[config.mk]
export PLATFORM = sky130hd
export DESIGN_NAME = atpq_ram
export DESIGN_NICKNAME = d
export VERILOG_FILES = /design/src/rtl/atpq_ram.sv
export SDC_FILE = /design/constraint.sdc
export NUM_CORES = 1
export LEC_CHECK = 0
export BUFFER_PORTS_ARGS = -buffer_cell sky130_fd_sc_hd__buf_2
export CAP_MARGIN = 20
export CORE_MARGIN = 4
export CORE_UTILIZATION = 35
export CTS_BUF_LIST = sky130_fd_sc_hd__clkbuf_4
export CTS_CLUSTER_SIZE = 12
export DETAILED_ROUTE_END_ITERATION = 10
export PLACE_DENSITY = 0.61
export SLEW_MARGIN = 20
export SYNTH_ARGS = -nofsm -noshare
export SYNTH_HDL_FRONTEND = slang
export SYNTH_SLANG_ARGS = --single-unit
[constraint.sdc]
create_clock -name clk -period 1.85 [get_ports clk]
set_input_delay 0.0925 -clock clk [delete_from_list [all_inputs] [get_ports clk]]
set_output_delay 0.0925 -clock clk [all_outputs]
set_load 0.1 [all_outputs]
[src/rtl/atpq_ram.sv]
// ----------------------------------------------------------------------------
// Generic single-port-write RAM
// One write port and one read port with registered read data.
// ----------------------------------------------------------------------------
`default_nettype none

module atpq_ram #(
    parameter int unsigned WIDTH = 8,
    parameter int unsigned DEPTH = 16
) (
    input  wire logic                     clk,
    input  wire logic                     we,
    input  wire logic [$clog2(DEPTH)-1:0] waddr,
    input  wire logic [WIDTH-1:0]         wdata,
    input  wire logic                     re,
    input  wire logic [$clog2(DEPTH)-1:0] raddr,
    output logic      [WIDTH-1:0]         rdata
);

    logic [WIDTH-1:0] mem [DEPTH];

    // Write port.
    always_ff @(posedge clk)
    begin
        if (we)
        begin
            mem[waddr] <= wdata;
        end
    end

    // Registered read port; the data holds while no read is issued.
    always_ff @(posedge clk)
    begin
        if (re)
        begin
            rdata <= mem[raddr];
        end
    end

endmodule

`default_nettype wire

# After elaboration in Yosys (flattened, before gate mapping)
# Memory sizes are Yosys's and may differ from the RTL's. A register that Yosys moved wholly into a read port is not among the register bits.
# Index checks and enable logic that the tools add are counted.
classes:
  n_mux: 2
ops:
  columns: ["operator", "count"]
  rows:
  - ["1-bit two-way mux", 2]
totals:
  wordCells: 3
  reg_bits: 0
  memories: 1
  ram_bits: 128
  output_inout_bits: 8
  input_bits: 19
mem_list:
  columns: ["name", "depth", "word_bits", "rd", "rd_clocked_by_memory_dff", "write_ports", "line_no", "rtl"]
  rows:
  - ["mem", 16, 8, 1, 1, 1, "20", "logic [WIDTH-1:0] mem [DEPTH];"]

# Depth between registers and ports, before layout
# Gate-level depths: netlist of run 1.
depth:
  word_depth: 2
  ltp_mapped: 5
  ltp_nobuf: 3

# Least setup slack after synthesis of run 1
# OpenSTA, ideal clock, no wires.
synth_timing:
  path_type: "in2reg"
  from: "input waddr[2]"
  to: "memory mem[0][0] (enable)"
  setup_time_ps: 383
  path_slack_ps: 265
  t_arrival_ps: 1202
  n_path_buf: 0
  path_stages: 2
  t_required_ps: 1467
  cell_sequence: "or3b_2 nor3_1"
synth_lines:
  columns: ["item", "line_no", "rtl"]
  rows:
  - ["from (decl)", "13", "input wire logic [$clog2(DEPTH)-1:0] waddr,"]
  - ["to (decl)", "20", null]
# Straight into the memory's write port.

==> flow_metrics.env, run 1 <==
export IMPL_fin_util_pct=42.0
export IMPL_slowest_delay_ns=0.48
export IMPL_timing_rr_start="mem[8][1]$_DFFE_PP_"
export IMPL_dp_cells=452
export IMPL_ant_nets=0
export IMPL_hold_ws_ns=0.0827
export IMPL_worst_slack_ns=0.312
export IMPL_status="finished, final reports clean"
export IMPL_startpoint_type="flop"
export IMPL_clk_path_buf_depth=2
export IMPL_synth_cells=229
export IMPL_die_x_um=130
export IMPL_dpl_hpwl_mm=6.99
export IMPL_timing_rr_end="rdata[1]$_DFFE_PP_"
export IMPL_grt_pass1_wl_mm=15.8
export IMPL_ys_ff_latch=136
export IMPL_worstMarginPinSlew_ns=0.499
export IMPL_ios=27
export IMPL_clkTransAtPathRegs_ns=0.11
export IMPL_skew_ns=0.0133
export IMPL_criticalPathCategory="flop to flop"
export IMPL_dieArea_sq_mm=0.0170
export IMPL_min_to="mem[3][6]$_DFFE_PP_"
export IMPL_post_cts_resized=0
export IMPL_crit_path_end_kind="flop"
export IMPL_synth_area_per_cell_sq_um=22.8
export IMPL_htreeDepth=4
export IMPL_r2r_slack_ns=0.31
export IMPL_drc=0
export IMPL_gp_congestion=0.761
export IMPL_max_freq_mhz=650
export IMPL_power_total_mw=6.11
export IMPL_hp_class="input port to flop"
export IMPL_fp_row_count=44
export IMPL_die_y_um=130
export IMPL_dr_pass1_iters=4
export IMPL_irDropWorstVdd_mv=0.389
export IMPL_leakage_nw=2.05
export IMPL_min_delay_start="waddr[3]"
export IMPL_antenna_found_initial=0
export IMPL_powerDensity_mw_per_mm2=997
export IMPL_layoutNonFillerInstCount=492
export IMPL_setup_violations=0
export IMPL_drt_wl_total_mm=10.5
export IMPL_track_usage_pct=13.3
export IMPL_rsz0062_at_grt="no"
export IMPL_synth_warnings=0
export IMPL_relSlewSlack_pct=67.0
export IMPL_cts_setup_buffers=0
export IMPL_worstPathCellList="mux4_1 > a22oi_1 > nand2_1"
export IMPL_drt_iter0_markers=170
export IMPL_initial_core_util_pct=35.8
export IMPL_place_ws_ns=0.108
export IMPL_grt_pass1_vias=2636
export IMPL_hold_viol_final=0
export IMPL_postPlaceCellArea_sq_mm=0.00571
export IMPL_clock_latency_ns=0.50
export IMPL_cp_data_required_time_ns=2.10
export IMPL_yosysUniqueCellTypes=18
export IMPL_cts_tree="done"
export IMPL_crit_arrival_ns=1.79
export IMPL_core_sq_mm=0.0146
export IMPL_via_per_inst=5.07
export IMPL_hold_buffers=9
export IMPL_maxCapViolations=0
export IMPL_port_buffers=26
export IMPL_syn_area_sq_mm=0.00523
export IMPL_cts_root_buffer="clkbuf_4"
export IMPL_critical_path_slowest_cell="mux4_1"
export IMPL_reg2reg_depth=3
export IMPL_drive_above_1_share_pct=30.5
export IMPL_avgRoutedWirePerCell_um=21.3
export IMPL_fin_crit_ns=1.54
export IMPL_clock_sinks=136
export IMPL_ys_seq_area_share_pct=78.1
export IMPL_cts_inserted_buffers=17
export IMPL_post_route_period_util_pct=83.1
export IMPL_design_area_sq_mm=0.00613
export IMPL_layout_nets=315
export IMPL_syn_num_nets=248
export IMPL_overflow=0
export IMPL_slew_viol_final=0
export IMPL_grt_max_degree=23
export IMPL_hold_path_cell_count=3
export IMPL_antenna_cells=0
export IMPL_syn2layout_area_growth_pct=17.2
export IMPL_path_max_fanout=1
export IMPL_fin_tns_setup_ns=0
export IMPL_vias=2492
-- report_power, final --
part	leakage, nW	internal, mW	switching [mW]
Clock	0.170	1.21	0.963
Combinational	0.646	0.155	0.296
Sequential	1.24	3.47	0.0193
Total	2.05	4.83	1.28
-- layout make-up --
type,count,area (sq um)
Clock inverter,12,181
Sequential cell,136,4080
Timing Repair Buffer,58,430
Tap cell,184,230
Clock buffer,19,143
Multi-Input combinational cell,83,1060
Fill cell,1247,8460
-- flip-flops by register name (all words and copies together), names as in the netlist --
| name | cells |
|---|---|
| rdata | 8 |
| mem | 128 |
-- cell usage after synthesis --
cell type          n  area share, %
edfxtp_1         136             78
buf_4              1           0.14
nor2b_1            1           0.12
clkdlybuf4s25_2    3           0.57
nand2b_1           2           0.24
a22oi_1           16            2.3
mux4_1            14            7.0
or3b_2             1           0.17
nor2_1            13           0.93
buf_6              3           0.65
buf_2              3           0.29
nand3_1            1          0.096
nor3_1             4           0.38
nand2_1            9           0.65
and2b_1            1           0.14
mux4_2            18            7.8
nand3b_1           2           0.29
and2_1             1           0.12
-- logic make-up after synthesis --
kind of cell | Yosys count | synth area share [%]
buf+inv | 10 | 1.65
simple gates | 35 | 3.14
flops | 136 | 78.1
compound gates | 16 | 2.30
mux | 32 | 14.8
-- metal layers --
metal  routed length, um  GRT usage, %  vias up
met2                4860          19.8       88
met4                 108          3.73        0
met3                 757          4.38       10
met1                4770          18.9     1278
met5                   0             0        -
li1                    -             -     1116
-- critical path, delay by kind of cell, from the launching register on --
kind            cells  cell delay (ns)
mux                 1             0.48
compound gates      1             0.36
simple gates        1             0.08
flops               1             0.37
-- cells in the final DEF, fill, tap and decap left out, drive strengths merged --
| cell type | instances |
|---|---|
| a22oi | 16 |
| and2 | 1 |
| and2b | 1 |
| buf | 49 |
| bufinv | 5 |
| clkbuf | 19 |
| clkinv | 6 |
| clkinvlp | 1 |
| dlygate4sd3 | 9 |
| edfxtp | 136 |
| mux4 | 32 |
| nand2 | 9 |
| nand2b | 2 |
| nand3 | 1 |
| nand3b | 2 |
| nor2 | 13 |
| nor2b | 1 |
| nor3 | 4 |
| or3b | 1 |
-- worst max-delay path by stage --
stage | slack (ns) | to | start | cells after the start
floorplan | 0.26 | mem[0][0]$_DFFE_PP_ | waddr[2] | 2
global placement | 0.11 | rdata[1]$_DFFE_PP_ | raddr[0] | 5
detailed placement | 0.11 | rdata[1]$_DFFE_PP_ | raddr[0] | 5
CTS | 0.32 | rdata[1] | rdata[1]$_DFFE_PP_ | 1
global route | 0.23 | rdata[2]$_DFFE_PP_ | mem[8][2]$_DFFE_PP_ | 3
finish | 0.31 | rdata[1]$_DFFE_PP_ | mem[8][1]$_DFFE_PP_ | 3
No activity file was read; power rests on OpenSTA's default activity.
==> inputs of run 2 (changes only) <==
clock period = 1.58 ns   (was 1.85 ns; I/O delays follow)
==> run 2 against run 1 <==
Net effect:
- clock power down 19%
- hold slack better by 0.080 ns
- sequential share of layout area up 0.12 points
- cell count up 1.4%
- clock skew up 0.0068 ns
- clock-buffer cell count up 3
- power up 4.4%
- final area down 0.18%
==> flow_metrics.env, run 2 (synthesis results as in run 1) <==
export IMPL_status="finished, final reports clean"
export IMPL_cp_data_required_time_ns=1.85
export IMPL_ant_nets=0
export IMPL_irDropWorstVdd_mv=0.703
export IMPL_clock_latency_ns=0.52
export IMPL_crit_path_end_kind="flop"
export IMPL_p_sw_share_pct=22.9
export IMPL_track_usage_pct=13.2
export IMPL_slew_viol_final=0
export IMPL_worst_slack_ns=0.0829
export IMPL_post_route_period_util_pct=94.8
export IMPL_grt_pass1_wl_mm=15.8
export IMPL_largest_register_ffs=128
export IMPL_power_frac_clock_pct=27.4
export IMPL_fin_tns_setup_ns=0
export IMPL_cts_tree="done"
export IMPL_p_sw_mw=1.46
export IMPL_r2r_slack_ns=0.08
export IMPL_drt_iter0_markers=164
export IMPL_leakage_nw=2.06
export IMPL_setup_violations=0
export IMPL_endpoint="rdata[2]$_DFFE_PP_"
export IMPL_worstMarginPinSlew_ns=0.501
export IMPL_timing_rr_end="rdata[2]$_DFFE_PP_"
export IMPL_drt_wl_total_mm=10.1
export IMPL_layout_nets=324
export IMPL_grt_pass1_vias=2674
export IMPL_initial_core_util_pct=35.8
export IMPL_powerDensity_mw_per_mm2=1040
export IMPL_cts_setup_buffers=0
export IMPL_fp_row_count=44
export IMPL_reg_largest_list="mem: 128 flops, rdata: 8 flops"
export IMPL_clkTransAtPathRegs_ns=0.10
export IMPL_crit_start="mem[1][2]$_DFFE_PP_"
export IMPL_antenna_found_initial=0
export IMPL_hp_class="input port to flop"
export IMPL_overflow=0
export IMPL_cts_inserted_buffers=17
export IMPL_syn2layout_area_growth_pct=17.0
export IMPL_dpl_hpwl_mm=6.86
export IMPL_path_max_fanout=1
export IMPL_die_y_um=130
export IMPL_criticalPathCategory="flop to flop"
export IMPL_fin_crit_ns=1.50
export IMPL_ios=27
export IMPL_skew_ns=0.0202
export IMPL_cts_root_buffer="clkbuf_4"
export IMPL_core_sq_mm=0.0146
export IMPL_timing_rr_start="mem[1][2]$_DFFE_PP_"
export IMPL_worstPathCellList="mux4_1 > a22oi_1 > nand2_1"
export IMPL_dr_pass1_iters=4
export IMPL_die_x_um=130
export IMPL_place_ws_ns=-0.0756
export IMPL_port_buffers=26
export IMPL_grt_max_degree=22
export IMPL_via_per_inst=5.01
export IMPL_p_seq_share_pct=63.9
export IMPL_hold_path_cell_count=3
export IMPL_startpoint_type="flop"
export IMPL_clock_sinks=136
export IMPL_intPower_mw=4.92
export IMPL_rsz0062_at_grt="no"
export IMPL_dieArea_sq_mm=0.0170
export IMPL_vias=2500
export IMPL_gp_congestion=0.759
export IMPL_p_comb_share_pct=8.7
export IMPL_reg2reg_depth=3
export IMPL_hold_viol_final=0
export IMPL_clk_path_buf_depth=2
export IMPL_drc=0
export IMPL_critical_path_slowest_cell="mux4_1"
export IMPL_htreeDepth=4
export IMPL_crit_arrival_ns=1.76
export IMPL_top_register="mem"
export IMPL_avgRoutedWirePerCell_um=20.3
export IMPL_maxCapViolations=0
export IMPL_max_freq_mhz=668
export IMPL_relSlewSlack_pct=66.9
export IMPL_drive_above_1_share_pct=33.0
export IMPL_slowest_delay_ns=0.51
export IMPL_mostFrequentLayoutCells="136 x edfxtp_1, 26 x buf_2, 26 x buf_4, 22 x clkbuf_4, 18 x mux4_2"
export IMPL_antenna_cells=0
export IMPL_mostFrequentLayoutCell="edfxtp_1"
## run 2: changes by cell type in the layout (fill, tap and decap cells not counted)
cell	delta
clkinv_1	-1
clkbuf_4	+3
buf_12	+3
a22oi_1	-2
buf_4	+6
clkinv_2	+1
bufinv_16	-5
a22oi_2	+2
## run 2: critical path: cells and delay by family (launching register included)
family,cells,cell delay [ns]
mux,1,0.51
simple gates,1,0.10
flops,1,0.37
compound gates,1,0.27
## run 2: repair_timing
action,in CTS,in global routing
endpoints found under the setup margin,1,1
resized for setup,1,1
hold buffers,9,0
endpoints found under the hold margin,136,0
## run 2: worst min-delay path by stage
stage               startpoint                   to  slack (ns)
floorplan             wdata[0]  mem[0][0]$_DFFE_PP_        0.18
global placement            re   rdata[2]$_DFFE_PP_        0.45
detailed placement          re   rdata[2]$_DFFE_PP_        0.44
CTS                   waddr[0]  mem[0][2]$_DFFE_PP_        0.09
global route          waddr[0]  mem[0][3]$_DFFE_PP_        0.09
finish                waddr[0]  mem[0][2]$_DFFE_PP_        0.16
## run 2: through the flow
stage                     area (sq um)  std cells  util (%)  hold slack [ns]  total power [mW]
after floorplan                   5230        229         -            0.178              4.49
after global placement            5820        461      39.9            0.445              4.69
after detailed placement          5820        461      39.9            0.440              4.70
after CTS                         6110        499      41.9           0.0925              6.46
after global routing              6110        499      41.9           0.0948              6.68
final                             6110        499      41.9            0.163              6.38
## run 2: area by class of cell
class / instances / area, sq um
clock inverters: 7 / 32.5
multi-input cells: 83 / 1070
flip-flops and latches: 136 / 4080
fillers: 1276 / 8470
clock buffers: 22 / 165
repair buffers: 67 / 536
well taps: 184 / 230
## run 2: metal layers
layer  share of wire, %  track usage (%)  vias up
met4                1.4             5.13        0
met2                 48             19.5       81
met1                 44             18.2     1282
li1                   -                -     1127
met3                6.7             4.50       10
met5                  0                0        -
## run 2: power groups by stage
stage	combinational, mW	clock, mW	sequential (mW)
4_1_cts	0.561	1.83	4.08
6_report	0.553	1.75	4.07
2_1_floorplan	0.205	0	4.28
5_1_grt	0.594	2.00	4.08
3_3_place_gp	0.531	0	4.16
3_5_place_dp	0.541	0	4.16
==> inputs of run 3 (changes only) <==
PLACE_DENSITY = unset   (was 0.61)
==> run 3 against run 2 <==
Net effect:
- cell count decreased by 1.4%
- worst setup slack improved by 0.019 ns
- wire length decreased by 0.74%
- first-iteration DRC count is 22% higher
- sequential power is essentially flat
- critical endpoint is now rdata[5]$_DFFE_PP_
- via count is 0.60% higher
- non-clock buffer count is 9 lower
- critical path depth did not move
- die area is the same
- hold slack got worse by 0.053 ns
- fmax grew 1.3%
- clock-buffer cell count shrank 2
==> flow_metrics.env, run 3 (synthesis results as in run 1) <==
export IMPL_status="finished, final reports clean"
export IMPL_via_per_inst=5.11
export IMPL_p_seq_share_pct=59.3
export IMPL_mostFrequentLayoutCells="136 x edfxtp_1, 25 x buf_2, 21 x clkbuf_4, 18 x mux4_2, 18 x buf_4"
export IMPL_drive_above_1_share_pct=30.8
export IMPL_antenna_cells=0
export IMPL_clock_latency_ns=0.52
export IMPL_intPower_mw=5.37
export IMPL_max_freq_mhz=677
export IMPL_drt_wl_total_mm=10.1
export IMPL_dr_pass1_iters=5
export IMPL_cts_tree="done"
export IMPL_dpl_hpwl_mm=6.70
export IMPL_gp_congestion=0.736
export IMPL_hp_class="input port to flop"
export IMPL_path_max_fanout=1
export IMPL_wl_met2_mm=4.86
export IMPL_design_area_sq_mm=0.00611
export IMPL_top_register="mem"
export IMPL_clk_path_buf_depth=2
export IMPL_slew_viol_final=0
export IMPL_antenna_found_initial=0
export IMPL_cts_inserted_buffers=17
export IMPL_ios=27
export IMPL_dieArea_sq_mm=0.0170
export IMPL_port_buffers=26
export IMPL_die_x_um=130
export IMPL_crit_path_end_kind="flop"
export IMPL_worstMarginPinSlew_ns=0.689
export IMPL_cts_root_buffer="clkbuf_4"
export IMPL_post_route_period_util_pct=93.5
export IMPL_grt_max_degree=22
export IMPL_track_usage_pct=13.1
export IMPL_fin_crit_ns=1.48
export IMPL_fp_row_count=44
export IMPL_initial_core_util_pct=35.8
export IMPL_grt_pass1_wl_mm=15.4
export IMPL_wl_met3_um=749
export IMPL_avgRoutedWirePerCell_um=20.5
export IMPL_crit_arrival_ns=1.74
export IMPL_p_comb_share_pct=7.7
export IMPL_maxCapViolations=0
export IMPL_mostFrequentLayoutCell="edfxtp_1"
export IMPL_core_sq_mm=0.0146
export IMPL_clock_sinks=136
export IMPL_die_y_um=130
export IMPL_htreeDepth=4
export IMPL_rsz0062_at_grt="no"
export IMPL_hold_viol_final=0
export IMPL_place_ws_ns=-0.0830
export IMPL_grt_pass1_vias=2633
export IMPL_irDropWorstVdd_mv=0.465
export IMPL_cp_data_required_time_ns=1.85
export IMPL_highest_layer="met4"
export IMPL_p_sw_mw=1.51
export IMPL_leakage_nw=2.04
export IMPL_reg_largest_list="mem: 128 flops, rdata: 8 flops"
export IMPL_cts_setup_buffers=0
export IMPL_vias=2515
export IMPL_drt_iter0_markers=200
export IMPL_clkTransAtPathRegs_ns=0.11
export IMPL_ant_nets=0
export IMPL_criticalPathCategory="flop to flop"
export IMPL_postPlaceCellArea_sq_mm=0.00574
export IMPL_powerDensity_mw_per_mm2=1130
export IMPL_p_sw_share_pct=22.0
export IMPL_m1WireLength_mm=4.31
export IMPL_startpoint_type="flop"
export IMPL_setup_violations=0
export IMPL_skew_ns=0.0104
export IMPL_power_frac_clock_pct=33.0
export IMPL_syn2layout_area_growth_pct=16.9
export IMPL_worst_slack_ns=0.102
export IMPL_overflow=0
export IMPL_layout_nets=315
export IMPL_largest_register_ffs=128
export IMPL_drc=0
export IMPL_relSlewSlack_pct=53.9
## run 3: cell types whose count changed in the layout (fill, tap and decap cells not counted), sizes merged
cell / previous run / this run
clkinv: 6 / 7
buf: 58 / 48
clkbuf: 22 / 21
bufinv: 0 / 3
## run 3: critical path, stage by stage, from the launching register on
cell and delay (ns):
edfxtp_1 0.39, mux4_1 0.49, a22oi_1 0.23, nand2_1 0.11
## run 3: metal layers
metal / up-vias / GRT usage, %
met4: 0 / 4.77
met5: - / 0
met3: 18 / 6.02
li1: 1120 / -
met2: 83 / 19.4
met1: 1294 / 17.1
## run 3: power by group through the flow
| stage | logic [mW] | registers (mW) | clock network [mW] |
|---|---|---|---|
| 2_1_floorplan | 0.205 | 4.28 | 0 |
| 3_3_place_gp | 0.512 | 4.16 | 0 |
| 3_5_place_dp | 0.522 | 4.16 | 0 |
| 4_1_cts | 0.540 | 4.08 | 2.33 |
| 5_1_grt | 0.569 | 4.09 | 2.53 |
| 6_report | 0.530 | 4.08 | 2.27 |
## run 3: path summary, 6_finish.rpt
check,startpoint,end,slack (ns),depth (start not counted)
setup / recovery,mem[2][5]$_DFFE_PP_,rdata[5]$_DFFE_PP_,0.10,3
hold / removal,waddr[0],mem[0][0]$_DFFE_PP_,0.11,3
setup reg to reg,mem[2][5]$_DFFE_PP_,rdata[5]$_DFFE_PP_,0.10,3
hold reg to reg,mem[10][3]$_DFFE_PP_,rdata[3]$_DFFE_PP_,0.77,3
## run 3: stage by stage
stage	cells	hold WS, ns	util [%]	setup TNS (ns)	power, mW
final	492	0.110	41.9	0	6.88
after global routing	492	0.0405	41.9	0	7.19
after detailed placement	452	0.461	39.3	-0.342	4.69
after CTS	492	0.0626	41.9	0	6.95
after global placement	452	0.457	39.3	-0.324	4.67
after floorplan	229	0.178	-	0	4.49
## run 3: layout make-up
class / count / area (sq um)
multi-input cells: 83 / 1060
flip-flops and latches: 136 / 4080
clock inverters: 11 / 131
repair buffers: 58 / 458
well taps: 184 / 230
fillers: 1274 / 8480
clock buffers: 20 / 150
## run 3: what timing repair did
| action | in CTS | in global routing |
|---|---|---|
| setup endpoints to repair | 0 | 1 |
| hold buffers | 9 | 0 |
| gates resized for setup | 0 | 1 |
| hold endpoints to repair | 136 | 0 |
